===== config.mk =====
export PLATFORM = sky130hd
export DESIGN_NAME = dust_density_averager
export DESIGN_NICKNAME = d
export VERILOG_FILES = /design/src/rtl/dda_pkg.sv /design/src/rtl/dust_density_averager.sv
export SDC_FILE = /design/constraint.sdc
export NUM_CORES = 1
export LEC_CHECK = 0
export BUFFER_PORTS_ARGS = -buffer_cell sky130_fd_sc_hd__buf_4
export CORE_UTILIZATION = 56
export DETAILED_ROUTE_END_ITERATION = 8
export GPL_TIMING_DRIVEN = 0
export PLACE_DENSITY_LB_ADDON = 0.08
export RECOVER_POWER = 100
export SETUP_SLACK_MARGIN = 0.1
export SLEW_MARGIN = 10
export SYNTH_ARGS = -nofsm -noshare
export SYNTH_HDL_FRONTEND = slang
export SYNTH_SLANG_ARGS = --single-unit

===== constraint.sdc =====
create_clock -name clk -period 11.9 [get_ports clk]
set_input_delay 0 -clock clk [delete_from_list [all_inputs] [get_ports clk]]
set_output_delay 0 -clock clk [all_outputs]
set_load 0.01 [all_outputs]

===== src/rtl/dda_pkg.sv =====
package dda_pkg;

    // Field widths as seen on the stream ports
    localparam int SAMPLE_FIELD_W = 12;
    localparam int DENS_W         = 15;
    localparam int CFG_W          = 8;
    localparam int IN_TDATA_W     = 16;
    localparam int OUT_TDATA_W    = 32;
    localparam int OUT_TUSER_W    = 1;

    // Density per count, times 2^ADC_BITS, in 1/16 ug/m3 (3.3 V * 100 * 16 * 4)
    localparam int DENSITY_SCALE  = 21120;
    localparam int SCALE_W        = 15;
    // Floor density when the mean sits at or below the baseline (about 0.1 ug/m3)
    localparam int DENSITY_FLOOR  = 2;
    // Samples per reading after reset
    localparam int SPR_RESET      = 10;

endpackage


===== src/rtl/dust_density_averager.sv =====
// Path: a burst-completing word runs the mean division, the baseline compare, a multiply
//   step above the baseline, the window push, the average division, then the output step.
// Throughput: a word that does not complete a burst is taken every cycle; a burst-completing
//   word holds off s_axis until its result is loaded; the shared divider is one-bit-per-cycle.
// Reset: asynchronous, active low; clears the burst, the window fill and sum, sets the
//   baseline to 0.25 V in counts and the burst length to 10. Window entries are not cleared.
module dust_density_averager
    import dda_pkg::*;
#(
    parameter int WINDOW_DEPTH = 10,
    parameter int ADC_BITS     = 12
)
(
    input  logic                   clk,
    input  logic                   rst_n,
    input  logic                   cfg_wr_en,
    input  logic [CFG_W-1:0]       cfg_wr_data,      // samples_per_reading
    input  logic                   s_axis_tvalid,
    output logic                   s_axis_tready,
    input  logic [IN_TDATA_W-1:0]  s_axis_tdata,     // [11:0] adc_sample
    output logic                   m_axis_tvalid,
    input  logic                   m_axis_tready,
    output logic [OUT_TDATA_W-1:0] m_axis_tdata,     // [14:0] average_density,
                                                     // [29:15] reading_density
    output logic [OUT_TUSER_W-1:0] m_axis_tuser      // [0] baseline_moved
);

    localparam int SAMPLE_W  = (ADC_BITS < SAMPLE_FIELD_W) ? ADC_BITS : SAMPLE_FIELD_W;
    localparam int TOTAL_W   = SAMPLE_W + CFG_W;
    localparam int FILL_W    = $clog2(WINDOW_DEPTH + 1);
    localparam int HEAD_W    = (WINDOW_DEPTH > 1) ? $clog2(WINDOW_DEPTH) : 1;
    localparam int WSUM_W    = DENS_W + FILL_W;
    localparam int DIVD_W    = (TOTAL_W > WSUM_W) ? TOTAL_W : WSUM_W;
    localparam int DIV_W     = (CFG_W > FILL_W) ? CFG_W : FILL_W;
    localparam int CNT_W     = $clog2(DIVD_W + 1);
    localparam int PROD_W    = ADC_BITS + SCALE_W;
    localparam int BASE_RST  = ((2 ** ADC_BITS) * 25 + 165) / 330;
    localparam int ADC_MAX   = (2 ** ADC_BITS) - 1;

    typedef enum logic [2:0] {
        ST_IDLE,
        ST_DIV_MEAN,
        ST_MEAN,
        ST_MUL,
        ST_PUSH,
        ST_DIV_AVG,
        ST_OUT
    } state_t;

    state_t              state_reg, state_next;
    logic [CFG_W-1:0]    spr_reg, spr_next;
    logic [TOTAL_W-1:0]  total_reg, total_next;
    logic [CFG_W-1:0]    count_reg, count_next;
    logic [ADC_BITS-1:0] base_reg, base_next;
    logic [ADC_BITS-1:0] diff_reg, diff_next;
    logic [DENS_W-1:0]   dens_reg, dens_next;
    logic                moved_reg, moved_next;
    logic [FILL_W-1:0]   fill_reg, fill_next;
    logic [HEAD_W-1:0]   head_reg, head_next;
    logic [WSUM_W-1:0]   wsum_reg, wsum_next;
    logic [DIVD_W-1:0]   quo_reg, quo_next;
    logic [DIV_W-1:0]    rem_reg, rem_next;
    logic [DIV_W-1:0]    dvs_reg, dvs_next;
    logic [CNT_W-1:0]    cnt_reg, cnt_next;
    logic                out_valid_reg, out_valid_next;
    logic [DENS_W-1:0]   out_avg_reg, out_avg_next;
    logic [DENS_W-1:0]   out_dens_reg, out_dens_next;
    logic                out_moved_reg, out_moved_next;

    logic [DENS_W-1:0]   window_mem [WINDOW_DEPTH];
    logic [DENS_W-1:0]   rd_data_reg;
    logic                mem_re;
    logic                mem_we;

    logic                in_accept;
    logic [SAMPLE_W-1:0] sample;
    logic [CFG_W-1:0]    burst_len;
    logic [TOTAL_W-1:0]  total_sum;
    logic [CFG_W-1:0]    count_inc;
    logic [DIV_W:0]      rem_shift;
    logic                rem_ge;
    logic [DIV_W-1:0]    step_rem;
    logic [DIVD_W-1:0]   step_quo;
    logic [ADC_BITS-1:0] mean;
    logic [PROD_W-1:0]   product;
    logic                window_full;

    assign s_axis_tready = (state_reg == ST_IDLE);
    assign in_accept     = s_axis_tvalid && s_axis_tready;
    assign sample        = s_axis_tdata[SAMPLE_W-1:0];
    assign burst_len     = (spr_reg == '0) ? CFG_W'(1) : spr_reg;
    assign total_sum     = total_reg + TOTAL_W'(sample);
    assign count_inc     = count_reg + CFG_W'(1);

    // One restoring division step
    assign rem_shift = {rem_reg, quo_reg[DIVD_W-1]};
    assign rem_ge    = (rem_shift >= {1'b0, dvs_reg});
    assign step_rem  = rem_ge ? DIV_W'(rem_shift - {1'b0, dvs_reg}) : rem_shift[DIV_W-1:0];
    assign step_quo  = {quo_reg[DIVD_W-2:0], rem_ge};

    assign mean        = (quo_reg > DIVD_W'(ADC_MAX)) ? ADC_BITS'(ADC_MAX)
                                                      : quo_reg[ADC_BITS-1:0];
    assign product     = PROD_W'(diff_reg) * PROD_W'(DENSITY_SCALE);
    assign window_full = (fill_reg == FILL_W'(WINDOW_DEPTH));

    assign mem_re = (state_reg == ST_MEAN);
    assign mem_we = (state_reg == ST_PUSH);

    assign m_axis_tvalid = out_valid_reg;
    assign m_axis_tdata  = {{(OUT_TDATA_W - 2 * DENS_W){1'b0}}, out_dens_reg, out_avg_reg};
    assign m_axis_tuser  = out_moved_reg;

    always_comb
    begin
        state_next     = state_reg;
        spr_next       = cfg_wr_en ? cfg_wr_data : spr_reg;
        total_next     = total_reg;
        count_next     = count_reg;
        base_next      = base_reg;
        diff_next      = diff_reg;
        dens_next      = dens_reg;
        moved_next     = moved_reg;
        fill_next      = fill_reg;
        head_next      = head_reg;
        wsum_next      = wsum_reg;
        quo_next       = quo_reg;
        rem_next       = rem_reg;
        dvs_next       = dvs_reg;
        cnt_next       = cnt_reg;
        out_valid_next = out_valid_reg && !m_axis_tready;
        out_avg_next   = out_avg_reg;
        out_dens_next  = out_dens_reg;
        out_moved_next = out_moved_reg;

        case (state_reg)
            ST_IDLE:
            begin
                if (in_accept)
                begin
                    if (count_inc >= burst_len)
                    begin
                        // burst complete: start mean division, clear the burst
                        quo_next   = DIVD_W'(total_sum);
                        rem_next   = '0;
                        dvs_next   = DIV_W'(burst_len);
                        cnt_next   = CNT_W'(DIVD_W);
                        total_next = '0;
                        count_next = '0;
                        state_next = ST_DIV_MEAN;
                    end
                    else
                    begin
                        total_next = total_sum;
                        count_next = count_inc;
                    end
                end
            end
            ST_DIV_MEAN:
            begin
                quo_next = step_quo;
                rem_next = step_rem;
                cnt_next = cnt_reg - CNT_W'(1);
                if (cnt_reg == CNT_W'(1))
                begin
                    state_next = ST_MEAN;
                end
            end
            ST_MEAN:
            begin
                if (mean <= base_reg)
                begin
                    base_next  = mean;
                    dens_next  = DENS_W'(DENSITY_FLOOR);
                    moved_next = 1'b1;
                    state_next = ST_PUSH;
                end
                else
                begin
                    diff_next  = mean - base_reg;
                    moved_next = 1'b0;
                    state_next = ST_MUL;
                end
            end
            ST_MUL:
            begin
                dens_next  = product[ADC_BITS +: DENS_W];
                state_next = ST_PUSH;
            end
            ST_PUSH:
            begin
                // oldest entry leaves the sum once the window is full
                if (window_full)
                begin
                    wsum_next = wsum_reg - WSUM_W'(rd_data_reg) + WSUM_W'(dens_reg);
                end
                else
                begin
                    wsum_next = wsum_reg + WSUM_W'(dens_reg);
                    fill_next = fill_reg + FILL_W'(1);
                end
                head_next  = (head_reg == HEAD_W'(WINDOW_DEPTH - 1)) ? '0
                                                                     : head_reg + HEAD_W'(1);
                quo_next   = DIVD_W'(wsum_next);
                rem_next   = '0;
                dvs_next   = DIV_W'(fill_next);
                cnt_next   = CNT_W'(DIVD_W);
                state_next = ST_DIV_AVG;
            end
            ST_DIV_AVG:
            begin
                quo_next = step_quo;
                rem_next = step_rem;
                cnt_next = cnt_reg - CNT_W'(1);
                if (cnt_reg == CNT_W'(1))
                begin
                    state_next = ST_OUT;
                end
            end
            ST_OUT:
            begin
                // hold until the output register is free
                if (!out_valid_reg || m_axis_tready)
                begin
                    out_valid_next = 1'b1;
                    out_avg_next   = quo_reg[DENS_W-1:0];
                    out_dens_next  = dens_reg;
                    out_moved_next = moved_reg;
                    state_next     = ST_IDLE;
                end
            end
            default:
            begin
                state_next = ST_IDLE;
            end
        endcase
    end

    always_ff @(posedge clk or negedge rst_n)
    begin
        if (!rst_n)
        begin
            state_reg     <= ST_IDLE;
            spr_reg       <= CFG_W'(SPR_RESET);
            total_reg     <= '0;
            count_reg     <= '0;
            base_reg      <= ADC_BITS'(BASE_RST);
            diff_reg      <= '0;
            dens_reg      <= '0;
            moved_reg     <= 1'b0;
            fill_reg      <= '0;
            head_reg      <= '0;
            wsum_reg      <= '0;
            quo_reg       <= '0;
            rem_reg       <= '0;
            dvs_reg       <= '0;
            cnt_reg       <= '0;
            out_valid_reg <= 1'b0;
            out_avg_reg   <= '0;
            out_dens_reg  <= '0;
            out_moved_reg <= 1'b0;
        end
        else
        begin
            state_reg     <= state_next;
            spr_reg       <= spr_next;
            total_reg     <= total_next;
            count_reg     <= count_next;
            base_reg      <= base_next;
            diff_reg      <= diff_next;
            dens_reg      <= dens_next;
            moved_reg     <= moved_next;
            fill_reg      <= fill_next;
            head_reg      <= head_next;
            wsum_reg      <= wsum_next;
            quo_reg       <= quo_next;
            rem_reg       <= rem_next;
            dvs_reg       <= dvs_next;
            cnt_reg       <= cnt_next;
            out_valid_reg <= out_valid_next;
            out_avg_reg   <= out_avg_next;
            out_dens_reg  <= out_dens_next;
            out_moved_reg <= out_moved_next;
        end
    end

    // Window store: read the oldest entry in the mean step, ahead of the write-back in the push step
    always_ff @(posedge clk)
    begin
        if (mem_we)
        begin
            window_mem[head_reg] <= dens_reg;
        end
        if (mem_re)
        begin
            rd_data_reg <= window_mem[head_reg];
        end
    end

    a_fill_bound: assert property (@(posedge clk) disable iff (!rst_n)
        fill_reg <= FILL_W'(WINDOW_DEPTH))
        else $error("window fill beyond depth");

    a_head_bound: assert property (@(posedge clk) disable iff (!rst_n)
        {1'b0, head_reg} < (HEAD_W + 1)'(WINDOW_DEPTH))
        else $error("window head out of range");

    a_base_falls: assert property (@(posedge clk) disable iff (!rst_n)
        1'b1 |=> base_reg <= $past(base_reg))
        else $error("baseline rose");

    a_out_source: assert property (@(posedge clk) disable iff (!rst_n)
        $rose(m_axis_tvalid) |-> $past(state_reg == ST_OUT))
        else $error("result word loaded outside the output step");

endmodule

# Word-level counts from Yosys, hierarchy flattened
# Memory sizes are Yosys's and may differ from the RTL's. A register that Yosys moved wholly into a read port is not among the register bits.
# Index checks and enable logic that the tools add are counted.
# totals
reg_bits	179
latch_bits	0
mem_bits_rw	150
rom_bits	0
in_bits	29
wordCells	104
mem_count	1
# mem_list
name	words	width	rd	rd_ports_with_merged_regs	wr	line_no	text
window_mem	10	15	1	1	1	dust_density_averager.sv:70	logic [DENS_W-1:0] window_mem [WINDOW_DEPTH];
# op_classes
add_sub_neg	10
multipliers	1
div	0
n_lt_le_gt_ge	4
n_eq_ne	15
n_shift	0
mux	34
bitwise_logic	1
n_reduce_logical	19
# op_table
op	count
20-bit 2-to-1 mux	3
20-bit one-hot mux with 3 select lines	1
8-bit 2-to-1 mux	7
19-bit by 15-bit adder with 19-bit output	2
15-bit one-hot mux with 2 select lines	1
8-bit one-hot mux with 3 select lines	1
3-bit one-hot mux with 7 select lines	1
20-bit by 12-bit adder with 20-bit output	1
20-bit by 12-bit > comparator with 1-bit output, second input constant	1
12-bit by 8-bit multiplier with 20-bit output, second input constant	1
19-bit 2-to-1 mux	1
19-bit by 15-bit subtractor with 19-bit output	1
3-bit 2-to-1 mux	6
8-bit one-hot mux with 2 select lines	1
15-bit 2-to-1 mux	1
5-bit one-hot mux with 3 select lines	1
12-bit <= comparator	1
12-bit 2-to-1 mux	1
12-bit subtractor	1
5-bit 2-to-1 mux	2
2-bit AND reduction	5
3-bit == test, second input constant	3
9-bit by 8-bit greater-or-equal comparator with 1-bit output	1
4-bit by 1-bit adder with 4-bit output, second input constant	2
other kinds (23)	38

# Longest topological paths before layout
# logic_depth
ltp_word	6
depth_mapped	18
ltp_nobuf	16

# Least setup slack after synthesis
# No wires, ideal clock.
# synth_timing
path_kind	reg-to-reg
from	reg diff_reg[3]
to	reg dens_reg[13]
setup_ps	131
arrival_time_ps	3760
path_slack_ps	8008
path_stages_with_launch	15
path_buffers	0
cell_sequence	dfrtp_1 > ha_1 > inv_1 > fa_1 > fa_1 > inv_1 > ha_1 > ha_1 > nor2b_1 > o21a_1 > o41a_1 > a221o_1 > a21oi_1 > xor2_1 > o21ai_1
# synth_via
elab_chain_len	2
# synth_lines
item	line_no	text
from (decl)	dust_density_averager.sv:55	logic [ADC_BITS-1:0] diff_reg, diff_next;
from (signal assigned)	dust_density_averager.sv:269	diff_reg <= diff_next;
12-bit by 8-bit multiplier with 20-bit output	dust_density_averager.sv:103	assign product = PROD_W'(diff_reg) * PROD_W'(DENSITY_SCALE);
15-bit one-hot mux with 2 select lines	dust_density_averager.sv:135	case (state_reg)
to (signal assigned)	dust_density_averager.sv:270	dens_reg <= dens_next;
to (decl)	dust_density_averager.sv:56	logic [DENS_W-1:0] dens_reg, dens_next;
# No other way between the ends.
# A chain may end at the register's enable or synchronous reset.

# Worst setup path after layout
# layout_timing
from	reg quo_reg[18]
to	reg base_reg[3]
# layout_via
elab_chain_len	4
# layout_lines
item	line_no	text
from (decl)	dust_density_averager.sv:61	logic [DIVD_W-1:0] quo_reg, quo_next;
from (signal assigned)	dust_density_averager.sv:275	quo_reg <= quo_next;
20-bit by 12-bit > comparator with 1-bit output *	dust_density_averager.sv:101	assign mean = (quo_reg > DIVD_W'(ADC_MAX)) ? ADC_BITS'(ADC_MAX)
12-bit 2-to-1 mux *	dust_density_averager.sv:101	
12-bit <= comparator	dust_density_averager.sv:170	if (mean <= base_reg)
2-bit AND reduction (no source line)	n/a	
to (signal assigned)	dust_density_averager.sv:246	base_reg <= ADC_BITS'(BASE_RST);
to (signal assigned)	dust_density_averager.sv:268	base_reg <= base_next;
to (decl)	dust_density_averager.sv:54	logic [ADC_BITS-1:0] base_reg, base_next;
# Every way passes the cells marked *; elsewhere a longest branch is shown, timed or not.

==> impl_metrics.yaml <==
synthesis:
  synth_area_leaders: "edfxtp_1 26%, dfrtp_1 23%, ha_1 8.8%"
  synth_top_family_by_area: "compound AO/OA/AOI/OAI gates"
  seq_area_frac_synth_pct: 49.8
  synth_area_mm2: 0.0190
  synth-compound-area-share_pct: 14.1
  synthXorXnorAreaFrac_pct: 3.60
  yosys-mux-area-fraction_pct: 6.80
  synth.distinct_cells: 68
  synth_fa_ha_area_share_pct: 12.3
  yosys_warnings: 0
  ys_ff_latch: 344
  synth_area_per_cell_um2: 11.4
  ys_async_sr_fraction_pct: 52.0
  synth_top_area_cell: "edfxtp_1"
  synth_top_area_share_pct: 26.1
  syn_inst: 1662
  synth_edf_count: 165
  yosys.area_share.simple_pct: 9.14
  synth_flop_cell: "dfrtp_1"
timing:
  whs_ns: 0.0259
  timing.slew.headroom_pct: -227
  setup_viol: 0
  finClkSkew_ns: 0.0282
  setup_tns_ns: 0
  fmaxAchievable_ghz: 0.219
  hold_violations: 0
  period_share_pct: 38.3
  fin_crit_ns: 4.56
  maxSlewViolCount: 83
  worst_pin_slew_ns: 4.91
  rsz0062_at_grt: "false"
critical_path:
  path_class: "reg -> reg"
  crit_fanout: 10
  arrival_ns: 4.93
  cp-end-kind: "register"
  required_ns: 12.27
  start_kind: "register"
clock_network:
  path_clk_slew_ns: 0.06
  cts_resized: 0
  cts_hold_buf: 19
  cts_made_buffers: 38
  clk_path_buf_depth: 3
  htree_levels: 2
  post_cts.repair.setup_buffers: 0
  cts.sinks: 344
  clkLatencyLatePin_ns: 0.54
  clockRootBuffer: "clkbuf_16"
  cts_tree: "done"
status:
  failed_checks: "capacitance limit, slew limit"
  outcome: "finished, violations left"
placed_design:
  port_buffers: 57
  post-dp-hpwl_um: 33300
  dp_cells: 2178
  place.gp.congestion: 0.876
worst_hold_path:
  hold_class: "in -> reg"
grt:
  antenna_found_initial: 0
  track_usage_pct: 27.4
  grt_first_pass_wirelength_um: 72000
  globalRouteOverflowTotal: 0
  grt_pass1_vias: 13100
  grt_max_degree: 98
flow_run:
  cap_violations: 2
routing:
  detailroute.via_count: 13400
  drt_iter0_drc: 975
  drt-total-wl_um: 45500
  firstDrtPassIters: 5
  drc: 0
  wl_per_cell_um: 20.1
  antenna_left: 0
  viasPerCell: 5.89
die:
  ios: 64
  die_h_um: 186
  core_area_mm2: 0.0334
  fp.dieW_um: 186
  fp-row-count: 67
  die_area_mm2: 0.0346
  start_util_pct: 56.7
final_layout:
  finalNonFillerCells: 2267
  largest_reg_flops: 150
  final_common_cell: "dfrtp_1"
  final_cell_mix: "172 x dfrtp_1, 165 x edfxtp_1, 139 x inv_1"
  drive_above_1_share_pct: 9.62
  area_growth_pct: 12.6
  nets: 1985
  diodes: 0
-- critical path: stages (launching register included) --
cell	delay (ns)
dfrtp_1	0.40
nor4_1	0.31
nand2_1	0.16
clkbuf_1	0.21
nor2_1	0.23
ha_1	0.21
inv_1	0.06
fa_1	0.40
a21o_1	0.19
a221oi_1	0.37
o21ai_0	0.17
a21oi_1	0.27
o21ai_0	0.13
o41ai_1	0.14
and2_0	0.21
clkbuf_1	0.32
clkbuf_1	0.45
o21ai_0	0.16
-- per-stage QoR --
stage / instance area (um2) / util [%] / setup WS [ns]
2_1_floorplan: 19000 / - / 8.01
3_3_place_gp: 20000 / 59.6 / 7.54
3_5_place_dp: 20100 / 60.2 / 7.51
4_1_cts: 21600 / 64.7 / 7.48
5_1_grt: 21300 / 63.8 / 6.37
6_report: 21300 / 63.8 / 7.34
-- cell usage after synthesis (22+ instances only) --
cell type / number
dfrtp_1: 172
edfxtp_1: 165
inv_1: 139
ha_1: 134
nand2_1: 121
o21ai_0: 118
nor2_1: 86
a21oi_1: 75
a21o_1: 45
xnor2_1: 45
clkbuf_1: 41
a211oi_1: 33
fa_1: 33
xor2_1: 33
mux2_2: 32
mux4_2: 30
nor2b_1: 30
mux2i_1: 23
nand3_1: 22
nor3_1: 22
-- worst paths after layout --
check / startpoint / end / slack [ns] / cells after the start
setup reg to reg: quo_reg[18] / base_reg[3] / 7.34 / 17
hold / removal: s_axis_tdata[1] / total_reg[1] / 0.03 / 4
min in group asynchronous: rst_n / dvs_reg[3] / 1.79 / 2
max in group asynchronous: rst_n / quo_reg[2] / 7.36 / 2
hold reg to reg: moved_reg / moved_reg / 0.49 / 1
setup / recovery: quo_reg[18] / base_reg[3] / 7.34 / 17
-- logic make-up (layout without fill, tap and decap cells) --
group / Yosys count / count (layout)
DFF: 344 / 344
xor gates and xnor gates: 78 / 78
muxes: 87 / 87
and+or+nand+nor: 367 / 367
AOI/OAI and AO/OA: 415 / 415
other: 1 / 2
adders and majority gates: 167 / 167
buffers and inverters: 203 / 359
-- area by class of cell --
| class | count | area [um2] |
|---|---|---|
| clock inverter | 18 | 262 |
| inverter | 139 | 522 |
| clock buffer | 52 | 1040 |
| buffer | 64 | 248 |
| multi-input combinational | 1116 | 8720 |
| fill | 2697 | 12100 |
| tap | 448 | 561 |
| timing repair buffer | 86 | 552 |
| sequential | 344 | 9440 |
-- metal layers --
metal	part of all wire, %	global-route usage, %
met1	45	39.3
met2	47	43.4
met3	5.8	4.77
met4	2.2	6.85
met5	0	0
Power is left out: the tool's default activity adds up to more than one toggle a clock period on the data nets, which glitch-free logic cannot reach.
